$ cat config.mk
export PLATFORM = sky130hd
export DESIGN_NAME = annexb_nal_access_unit_splitter
export DESIGN_NICKNAME = d
export VERILOG_FILES = /design/src/rtl/core/annexb_pkg.sv /design/src/rtl/core/annexb_nal_access_unit_splitter.sv
export SDC_FILE = /design/constraint.sdc
export NUM_CORES = 2
export LEC_CHECK = 0
export ABC_AREA = 1
export ABC_CLOCK_PERIOD_IN_PS = 33400
export BUFFER_PORTS_ARGS = -buffer_cell sky130_fd_sc_hd__buf_2
export CORE_ASPECT_RATIO = 0.6
export CORE_MARGIN = 2
export CORE_UTILIZATION = 47
export CTS_CLUSTER_SIZE = 28
export DETAILED_ROUTE_END_ITERATION = 7
export GPL_ROUTABILITY_DRIVEN = 0
export PLACE_DENSITY = 0.75
export SETUP_SLACK_MARGIN = 0.4
export SYNTH_ARGS = -nofsm -noshare
export SYNTH_HDL_FRONTEND = slang
export SYNTH_SLANG_ARGS = --single-unit
$ cat constraint.sdc
create_clock -name clk -period 33.4 [get_ports clk]
set_input_delay 1.67 -clock clk [delete_from_list [all_inputs] [get_ports clk]]
set_output_delay 1.67 -clock clk [all_outputs]
set_load 0.02 [all_outputs]
$ cat src/rtl/core/annexb_pkg.sv
package annexb_pkg;

    localparam logic KIND_NAL = 1'b0;
    localparam logic KIND_AU  = 1'b1;

    localparam logic [4:0] TYPE_SLICE = 5'd1;
    localparam logic [4:0] TYPE_IDR   = 5'd5;
    localparam logic [4:0] TYPE_SPS   = 5'd7;
    localparam logic [4:0] TYPE_PPS   = 5'd8;

    localparam int FM_BITS = 16;
    localparam logic [FM_BITS-1:0] FM_MAX = '1;

    typedef enum logic [1:0] {
        G_IDLE,
        G_ZEROS,
        G_SUFFIX
    } gphase_t;

    typedef enum logic [1:0] {
        GR_PENDING,
        GR_DONE,
        GR_FAIL
    } gres_t;

    function automatic logic is_key_type(input logic [4:0] t);
        return (t == TYPE_SPS) || (t == TYPE_PPS) || (t == TYPE_IDR);
    endfunction

endpackage

$ cat src/rtl/core/annexb_nal_access_unit_splitter.sv
// Annex B NAL and access unit splitter.
// Slave stream: one raw stream byte per word in s_axis_tdata, s_axis_tlast on the
// final byte of a stream. Master stream: one record per word, kind in m_axis_tuser
// (0 NAL record, 1 access unit record), m_axis_tlast on the last record that a byte
// causes. A byte causes zero, one or two records.
// A record leaves on the master side through the input register, then a two-word
// result queue. Throughput: one byte per cycle while the receiver keeps up; a
// byte that causes two records waits until the queue is empty.
// The per-byte work (start code match, eight Exp-Golomb bit steps, counter
// updates) is one combinational pass between the input register and the queue.
// Reset empties the input register and the queue and puts the parser at stream
// start. The final byte of a stream, after emitting its records, resets the parser.
// When the receiver stalls, the queue fills and s_axis_tready drops; no byte or
// record is lost.
module annexb_nal_access_unit_splitter #(
    parameter int LENGTH_BITS      = 24,
    parameter int INDEX_BITS       = 16,
    parameter int MAX_GOLOMB_ZEROS = 31
) (
    input  logic                   clk,
    input  logic                   rst_n,
    input  logic                   s_axis_tvalid,
    output logic                   s_axis_tready,
    input  logic [7:0]             s_axis_tdata,  // data_byte
    input  logic                   s_axis_tlast,
    output logic                   m_axis_tvalid,
    input  logic                   m_axis_tready,
    // record_index, unit_type, is_key, length_bytes, packet_count, start_packet
    output logic [((3*INDEX_BITS+LENGTH_BITS+6+7)/8)*8-1:0] m_axis_tdata,
    output logic                   m_axis_tuser,  // record_kind
    output logic                   m_axis_tlast
);
    import annexb_pkg::*;

    localparam int DATA_BITS  = 3*INDEX_BITS + LENGTH_BITS + 6;
    localparam int TDATA_BITS = ((DATA_BITS + 7) / 8) * 8;
    localparam int AW         = MAX_GOLOMB_ZEROS + 1;
    localparam int CW         = $clog2(MAX_GOLOMB_ZEROS + 2);

    typedef struct packed {
        logic                   kind;
        logic [INDEX_BITS-1:0]  index;
        logic [4:0]             unit_type;
        logic                   key;
        logic [LENGTH_BITS-1:0] length;
        logic [INDEX_BITS-1:0]  packets;
        logic [INDEX_BITS-1:0]  first;
        logic                   last;
    } rec_t;

    function automatic logic [INDEX_BITS-1:0] sat_idx(input logic [INDEX_BITS-1:0] x);
        return (x == '1) ? x : x + 1'b1;
    endfunction

    function automatic logic [LENGTH_BITS-1:0] sat_len(input logic [LENGTH_BITS-1:0] x);
        return (x == '1) ? x : x + 1'b1;
    endfunction

    function automatic logic [LENGTH_BITS-1:0] add_len(input logic [LENGTH_BITS-1:0] a,
                                                      input logic [LENGTH_BITS-1:0] b);
        logic [LENGTH_BITS:0] sum;
        sum = {1'b0, a} + {1'b0, b};
        return sum[LENGTH_BITS] ? '1 : sum[LENGTH_BITS-1:0];
    endfunction

    function automatic rec_t au_rec(input logic [INDEX_BITS-1:0]  idx,
                                    input logic [LENGTH_BITS-1:0] len,
                                    input logic [INDEX_BITS-1:0]  pk,
                                    input logic [INDEX_BITS-1:0]  sp);
        rec_t r;
        r           = '0;
        r.kind      = KIND_AU;
        r.index     = idx;
        r.length    = len;
        r.packets   = pk;
        r.first     = sp;
        return r;
    endfunction

    function automatic rec_t nal_rec(input logic [INDEX_BITS-1:0]  idx,
                                     input logic [4:0]             typ,
                                     input logic [LENGTH_BITS-1:0] len);
        rec_t r;
        r           = '0;
        r.kind      = KIND_NAL;
        r.index     = idx;
        r.unit_type = typ;
        r.key       = is_key_type(typ);
        r.length    = len;
        return r;
    endfunction

    // input register
    logic       in_vld_reg, in_vld_next;
    logic [7:0] in_byte_reg;
    logic       in_last_reg;

    // parser state
    logic [23:0]            recent_reg, recent_next;
    logic [2:0]             pos_reg, pos_next;
    logic [LENGTH_BITS-1:0] nal_len_reg, nal_len_next;
    logic [INDEX_BITS-1:0]  nal_idx_reg, nal_idx_next;
    logic [4:0]             type_reg, type_next;
    logic                   hdr_reg, hdr_next;
    logic [INDEX_BITS-1:0]  au_idx_reg, au_idx_next;
    logic [INDEX_BITS-1:0]  au_pk_reg, au_pk_next;
    logic [LENGTH_BITS-1:0] au_len_reg, au_len_next;
    logic [INDEX_BITS-1:0]  au_first_reg, au_first_next;
    logic [FM_BITS-1:0]     prev_mb_reg, prev_mb_next;
    gphase_t                gph_reg, gph_next;
    logic [CW-1:0]          gcnt_reg, gcnt_next;
    logic [AW-1:0]          gacc_reg, gacc_next;

    // result queue
    rec_t       q_reg [2];
    rec_t       q0_next, q1_next;
    logic [1:0] qcnt_reg, qcnt_next;

    rec_t                   rec0, rec1, nrec;
    logic [1:0]             rec_n;
    logic                   detect;
    logic                   process;
    logic                   pop;
    logic [1:0]             free;
    logic [LENGTH_BITS-1:0] len;
    gres_t                  gres;
    logic [AW-1:0]          gval;
    logic                   gdone;
    logic                   gbit;
    logic [32:0]            v_ext;
    logic [FM_BITS-1:0]     fm;
    logic [INDEX_BITS-1:0]  pk_end;
    logic [LENGTH_BITS-1:0] len_end;

    always_comb
    begin
        recent_next   = recent_reg;
        pos_next      = pos_reg;
        nal_len_next  = nal_len_reg;
        nal_idx_next  = nal_idx_reg;
        type_next     = type_reg;
        hdr_next      = hdr_reg;
        au_idx_next   = au_idx_reg;
        au_pk_next    = au_pk_reg;
        au_len_next   = au_len_reg;
        au_first_next = au_first_reg;
        prev_mb_next  = prev_mb_reg;
        gph_next      = gph_reg;
        gcnt_next     = gcnt_reg;
        gacc_next     = gacc_reg;
        rec0          = '0;
        rec1          = '0;
        nrec          = '0;
        rec_n         = 2'd0;
        len           = '0;
        gres          = GR_PENDING;
        gval          = '0;
        gdone         = 1'b0;
        gbit          = 1'b0;
        v_ext         = '0;
        fm            = '0;
        pk_end        = '0;
        len_end       = '0;

        detect = (recent_reg == 24'd0) && (in_byte_reg == 8'd1)
                 && (pos_reg >= 3'd4) && !in_last_reg;

        if (detect)
        begin
            if (gph_reg != G_IDLE)
            begin
                rec0          = au_rec(au_idx_reg, au_len_reg, au_pk_reg, au_first_reg);
                au_idx_next   = sat_idx(au_idx_reg);
                au_first_next = nal_idx_reg;
                au_pk_next    = '0;
                au_len_next   = '0;
                prev_mb_next  = '0;
                rec_n         = 2'd1;
            end
            len  = (nal_len_reg == '1) ? nal_len_reg : nal_len_reg - LENGTH_BITS'(3);
            nrec = nal_rec(nal_idx_reg, type_reg, len);
            if (rec_n == 2'd0)
            begin
                rec0 = nrec;
            end
            else
            begin
                rec1 = nrec;
            end
            rec_n        = rec_n + 2'd1;
            au_pk_next   = sat_idx(au_pk_next);
            au_len_next  = add_len(au_len_next, len);
            nal_idx_next = sat_idx(nal_idx_reg);
            nal_len_next = LENGTH_BITS'(4);
            type_next    = 5'd0;
            hdr_next     = 1'b1;
            gph_next     = G_IDLE;
            gcnt_next    = '0;
            gacc_next    = '0;
        end
        else
        begin
            nal_len_next = sat_len(nal_len_reg);
            if (hdr_reg && (nal_len_reg == LENGTH_BITS'(4)))
            begin
                type_next = in_byte_reg[4:0];
                hdr_next  = 1'b0;
                if ((nal_idx_reg != '0) && !in_last_reg)
                begin
                    if (in_byte_reg[4:0] == TYPE_SPS)
                    begin
                        rec0          = au_rec(au_idx_reg, au_len_reg, au_pk_reg,
                                               au_first_reg);
                        au_idx_next   = sat_idx(au_idx_reg);
                        au_first_next = nal_idx_reg;
                        au_pk_next    = '0;
                        au_len_next   = '0;
                        rec_n         = 2'd1;
                    end
                    else if (in_byte_reg[4:0] == TYPE_SLICE)
                    begin
                        gph_next  = G_ZEROS;
                        gcnt_next = '0;
                        gacc_next = '0;
                    end
                end
            end
            else if ((gph_reg != G_IDLE) && !in_last_reg)
            begin
                for (int i = 0; i < 8; i++)
                begin
                    gbit = in_byte_reg[3'(7 - i)];
                    if (!gdone)
                    begin
                        case (gph_next)
                            G_ZEROS:
                            begin
                                if (!gbit)
                                begin
                                    gcnt_next = gcnt_next + 1'b1;
                                    if (gcnt_next > CW'(MAX_GOLOMB_ZEROS))
                                    begin
                                        gph_next = G_IDLE;
                                        gres     = GR_FAIL;
                                        gdone    = 1'b1;
                                    end
                                end
                                else if (gcnt_next == '0)
                                begin
                                    gph_next = G_IDLE;
                                    gval     = '0;
                                    gres     = GR_DONE;
                                    gdone    = 1'b1;
                                end
                                else
                                begin
                                    gacc_next = AW'(1);
                                    gph_next  = G_SUFFIX;
                                end
                            end
                            G_SUFFIX:
                            begin
                                gacc_next = {gacc_next[AW-2:0], gbit};
                                gcnt_next = gcnt_next - 1'b1;
                                if (gcnt_next == '0)
                                begin
                                    gph_next = G_IDLE;
                                    gval     = gacc_next - 1'b1;
                                    gres     = GR_DONE;
                                    gdone    = 1'b1;
                                end
                            end
                            default:
                            begin
                                gdone = 1'b1;
                            end
                        endcase
                    end
                end
                if (gres == GR_DONE)
                begin
                    v_ext        = 33'(gval);
                    fm           = (v_ext > 33'(FM_MAX)) ? FM_MAX : v_ext[FM_BITS-1:0];
                    prev_mb_next = fm;
                    if ((gval == '0) || (fm < prev_mb_reg))
                    begin
                        rec0          = au_rec(au_idx_reg, au_len_reg, au_pk_reg,
                                               au_first_reg);
                        au_idx_next   = sat_idx(au_idx_reg);
                        au_first_next = nal_idx_reg;
                        au_pk_next    = '0;
                        au_len_next   = '0;
                        rec_n         = 2'd1;
                    end
                end
                else if (gres == GR_FAIL)
                begin
                    prev_mb_next  = '0;
                    rec0          = au_rec(au_idx_reg, au_len_reg, au_pk_reg, au_first_reg);
                    au_idx_next   = sat_idx(au_idx_reg);
                    au_first_next = nal_idx_reg;
                    au_pk_next    = '0;
                    au_len_next   = '0;
                    rec_n         = 2'd1;
                end
            end
        end

        pos_next    = (pos_reg == 3'd7) ? pos_reg : pos_reg + 3'd1;
        recent_next = {recent_reg[15:0], in_byte_reg};

        // end of stream: close the open NAL and unit, then back to stream start
        if (in_last_reg)
        begin
            len_end       = add_len(au_len_next, nal_len_next);
            pk_end        = sat_idx(au_pk_next);
            rec0          = nal_rec(nal_idx_next, type_next, nal_len_next);
            rec1          = au_rec(au_idx_next, len_end, pk_end, au_first_next);
            rec_n         = 2'd2;
            recent_next   = '1;
            pos_next      = '0;
            nal_len_next  = '0;
            nal_idx_next  = '0;
            type_next     = '0;
            hdr_next      = 1'b1;
            au_idx_next   = '0;
            au_pk_next    = '0;
            au_len_next   = '0;
            au_first_next = '0;
            prev_mb_next  = '0;
            gph_next      = G_IDLE;
            gcnt_next     = '0;
            gacc_next     = '0;
        end

        if (rec_n == 2'd1)
        begin
            rec0.last = 1'b1;
        end
        else if (rec_n == 2'd2)
        begin
            rec1.last = 1'b1;
        end
    end

    assign free          = 2'd2 - qcnt_reg;
    assign process       = in_vld_reg && (rec_n <= free);
    assign s_axis_tready = !in_vld_reg || process;
    assign pop           = m_axis_tvalid && m_axis_tready;

    always_comb
    begin
        in_vld_next = in_vld_reg;
        if (s_axis_tready)
        begin
            in_vld_next = s_axis_tvalid;
        end
    end

    always_comb
    begin
        q0_next   = q_reg[0];
        q1_next   = q_reg[1];
        qcnt_next = qcnt_reg;
        if (pop)
        begin
            q0_next   = q_reg[1];
            qcnt_next = qcnt_next - 2'd1;
        end
        if (process)
        begin
            if (rec_n == 2'd2)
            begin
                q0_next   = rec0;
                q1_next   = rec1;
                qcnt_next = 2'd2;
            end
            else if (rec_n == 2'd1)
            begin
                if (qcnt_next == 2'd0)
                begin
                    q0_next = rec0;
                end
                else
                begin
                    q1_next = rec0;
                end
                qcnt_next = qcnt_next + 2'd1;
            end
        end
    end

    always_ff @(posedge clk or negedge rst_n)
    begin
        if (!rst_n)
        begin
            in_vld_reg <= 1'b0;
            qcnt_reg   <= 2'd0;
        end
        else
        begin
            in_vld_reg <= in_vld_next;
            qcnt_reg   <= qcnt_next;
        end
    end

    always_ff @(posedge clk)
    begin
        if (s_axis_tvalid && s_axis_tready)
        begin
            in_byte_reg <= s_axis_tdata;
            in_last_reg <= s_axis_tlast;
        end
        q_reg[0] <= q0_next;
        q_reg[1] <= q1_next;
    end

    always_ff @(posedge clk or negedge rst_n)
    begin
        if (!rst_n)
        begin
            recent_reg   <= '1;
            pos_reg      <= '0;
            nal_len_reg  <= '0;
            nal_idx_reg  <= '0;
            type_reg     <= '0;
            hdr_reg      <= 1'b1;
            au_idx_reg   <= '0;
            au_pk_reg    <= '0;
            au_len_reg   <= '0;
            au_first_reg <= '0;
            prev_mb_reg  <= '0;
            gph_reg      <= G_IDLE;
            gcnt_reg     <= '0;
            gacc_reg     <= '0;
        end
        else if (process)
        begin
            recent_reg   <= recent_next;
            pos_reg      <= pos_next;
            nal_len_reg  <= nal_len_next;
            nal_idx_reg  <= nal_idx_next;
            type_reg     <= type_next;
            hdr_reg      <= hdr_next;
            au_idx_reg   <= au_idx_next;
            au_pk_reg    <= au_pk_next;
            au_len_reg   <= au_len_next;
            au_first_reg <= au_first_next;
            prev_mb_reg  <= prev_mb_next;
            gph_reg      <= gph_next;
            gcnt_reg     <= gcnt_next;
            gacc_reg     <= gacc_next;
        end
    end

    assign m_axis_tvalid = (qcnt_reg != 2'd0);
    assign m_axis_tuser  = q_reg[0].kind;
    assign m_axis_tlast  = q_reg[0].last;
    assign m_axis_tdata  = TDATA_BITS'({q_reg[0].first, q_reg[0].packets, q_reg[0].length,
                                        q_reg[0].key, q_reg[0].unit_type, q_reg[0].index});

endmodule

==> flow_metrics.env <==
export IMPL_hold_class="register to register"
export IMPL_r2r_start="gph_reg[1]"
export IMPL_cts_resized=0
export IMPL_ff_latch_area_um2=9390
export IMPL_tightest_slew_ns=1.20
export IMPL_critPathKind="register to register"
export IMPL_clock_path_buffers=3
export IMPL_grt_pass1_wl_um=206000
export IMPL_max_clock_freq_mhz=44.5
export IMPL_initial_utilization=0.476
export IMPL_start_kind="register"
export IMPL_slowest_stage="nor3_2"
export IMPL_r2r_slack_ns=10.93
export IMPL_largest_register_ff_count=160
export IMPL_ys_warnings_count=0
export IMPL_hold_viol=0
export IMPL_drive_gt1_frac=0.0898
export IMPL_hpwl_um=97000
export IMPL_crit_top_cell="inv_1"
export IMPL_ys_seq_area_frac=0.254
export IMPL_synth_async_reset_ratio=0.546
export IMPL_min_from="pos_reg[0]"
export IMPL_fp_dieH_um=221
export IMPL_grt_usage=0.315
export IMPL_r2r_end="q_reg[0][134]"
export IMPL_dp_cells=6501
export IMPL_layout_common_cells="nand2_1, inv_1, nor2_1"
export IMPL_critPathMaxFanout=34
export IMPL_startpoint="gph_reg[1]"
export IMPL_ys_seq_elements=372
export IMPL_cts_hold_buffers_added=0
export IMPL_core_area_um2=77700
export IMPL_p_leak_nw=17.7
export IMPL_synth_top_family_by_area="simple AND/OR/NAND/NOR gates"
export IMPL_cts_root_buf="clkbuf_16"
export IMPL_fin_crit_ns=22.47
export IMPL_synth_avg_cell_area_um2=6.52
export IMPL_status="complete, but fails checks"
export IMPL_num_antenna_cells=0
export IMPL_ir_drop_mv=0.0673
export IMPL_synth_adder_area_share=0.0427
export IMPL_syn_area_um2=37000
export IMPL_finalHoldWorstSlack_ns=0.498
export IMPL_synthCells=5677
export IMPL_hold_depth=1
export IMPL_cp_arrival_ns=22.84
export IMPL_numCtsBuffers=41
export IMPL_layout_commonest_cell="nand2_1"
export IMPL_violations="DRC"
export IMPL_grt_max_degree=86
export IMPL_synth_compound_area_frac=0.221
export IMPL_drc=30
export IMPL_syn2layout_area_growth_pct=4.58
export IMPL_setup_tns_ns=0
export IMPL_wl_per_cell_um=20.3
export IMPL_multi_input_area_um2=22900
export IMPL_synth_enable_flop_cells=89
export IMPL_portBuffers=94
export IMPL_pre_cts_ws_ns=11.89
export IMPL_final_cell_count_no_fill=6577
export IMPL_yosys_cell_types_count=85
export IMPL_yosys_area_share_simple=0.294
export IMPL_synthMuxAreaShare=0.0203
export IMPL_insertion_delay_ns=0.62
export IMPL_utilization=0.498
export IMPL_cts_tree="yes"
export IMPL_path_clk_slew_ns=0.06
export IMPL_fin_nets=5629
export IMPL_grt_overflow=0
export IMPL_vias=40790
export IMPL_max_cap_violations=0
export IMPL_vias_per_cell=6.20
export IMPL_grt_pass1_vias=36379
export IMPL_drt_pass1_iter_count=8
export IMPL_synth_xor_area_frac=0.0388
export IMPL_final_setup_viol_count=0
export IMPL_htree_levels=2
export IMPL_slowest_delay_ns=0.94
export IMPL_slew_headroom=0.199
export IMPL_die_w_um=366
export IMPL_dieArea_um2=81000
export IMPL_drv_slew=0
export IMPL_cts_setup_buffers=0
export IMPL_whs_endpoint="pos_reg[0]"
export IMPL_layout_setup_ws_ns=10.93
export IMPL_antenna_left=0
export IMPL_rsz0062_at_grt="no"
export IMPL_fill_cells=7819
export IMPL_initialDrtViolationCount=6727
export IMPL_num_rows=79
export IMPL_postRouteWirelength_um=134000
export IMPL_synth_flop_cell="dfrtp_1"
export IMPL_finalCritPeriodShare=0.673
export IMPL_ios=97
export IMPL_cts_sinks=372
export IMPL_grt_antenna_before_repair=5
export IMPL_p_per_area_nw_per_um2=79.0
export IMPL_rr_worst_depth=99
export IMPL_finalClockSkew_ns=0.0445
export IMPL_critPathRequiredTime_ns=33.77
export IMPL_end_kind="register"
[critical path, delay by kind of cell (launching register included)]
family / cells / cell delay, ns
buf+inv: 20 / 4.43
simple gates: 38 / 7.74
flops: 1 / 0.43
compound gates: 30 / 5.71
xor+xnor: 1 / 0.17
fa+ha+maj: 10 / 3.66
[worst max path at each step]
stage,to,slack [ns],cells past startpoint
floorplan,q_reg[0][100],14.51,94
global placement,q_reg[0][135],12.63,100
detailed placement,q_reg[0][134],11.89,100
CTS,q_reg[0][126],11.87,100
global route,q_reg[0][128],9.14,100
finish,q_reg[0][134],10.93,99
[stage by stage]
step                      area, um2  total power [mW]
final                         38700              3.05
after global placement        37400              2.48
after detailed placement      37400              2.51
after floorplan               37000              2.08
after global routing          38700              3.25
after CTS                     38700              2.99
[synthesized netlist by cell type (105+ instances only)]
| cell type | count | share of area |
|---|---|---|
| o22ai_1 | 289 | 0.049 |
| ha_1 | 123 | 0.042 |
| clkbuf_1 | 211 | 0.021 |
| o21ai_0 | 365 | 0.049 |
| a22oi_1 | 105 | 0.021 |
| inv_1 | 706 | 0.072 |
| nand2_1 | 1246 | 0.13 |
| dfrtp_1 | 178 | 0.12 |
| nor2_1 | 459 | 0.047 |
| xor2_1 | 137 | 0.032 |
| nand3_1 | 395 | 0.053 |
| a21oi_1 | 280 | 0.038 |
[cell families after synthesis]
| family | count (synthesis) |
|---|---|
| xor gates and xnor gates | 162 |
| muxes | 69 |
| adders and majority gates | 125 |
| AOI/OAI and AO/OA | 1339 |
| other | 1 |
| buffers and inverters | 1140 |
| DFF | 372 |
| and+or+nand+nor | 2469 |
[area by class of cell]
| class | count | share of cell area |
|---|---|---|
| Multi-Input combinational cell | 4166 | 0.593 |
| Sequential cell | 372 | 0.243 |
| Inverter | 770 | 0.0749 |
| Tap cell | 1053 | 0.0341 |
| Clock buffer | 60 | 0.0300 |
| Timing Repair Buffer | 140 | 0.0213 |
| Clock inverter | 16 | 0.00440 |
[metal layers]
metal  global-route usage  wire length (um)
met5                    0                79
met4               0.0855              3790
met3                0.119             22400
met2                0.398             48200
met1                0.482             59200
[power by group]
| group | switching [mW] | leakage (nW) | internal, mW |
|---|---|---|---|
| Combinational | 1.34 | 12.8 | 0.521 |
| Clock | 0.211 | 0.648 | 0.260 |
| Sequential | 0.0961 | 4.25 | 0.624 |
Note: power is estimated with default switching activity, not from simulation.
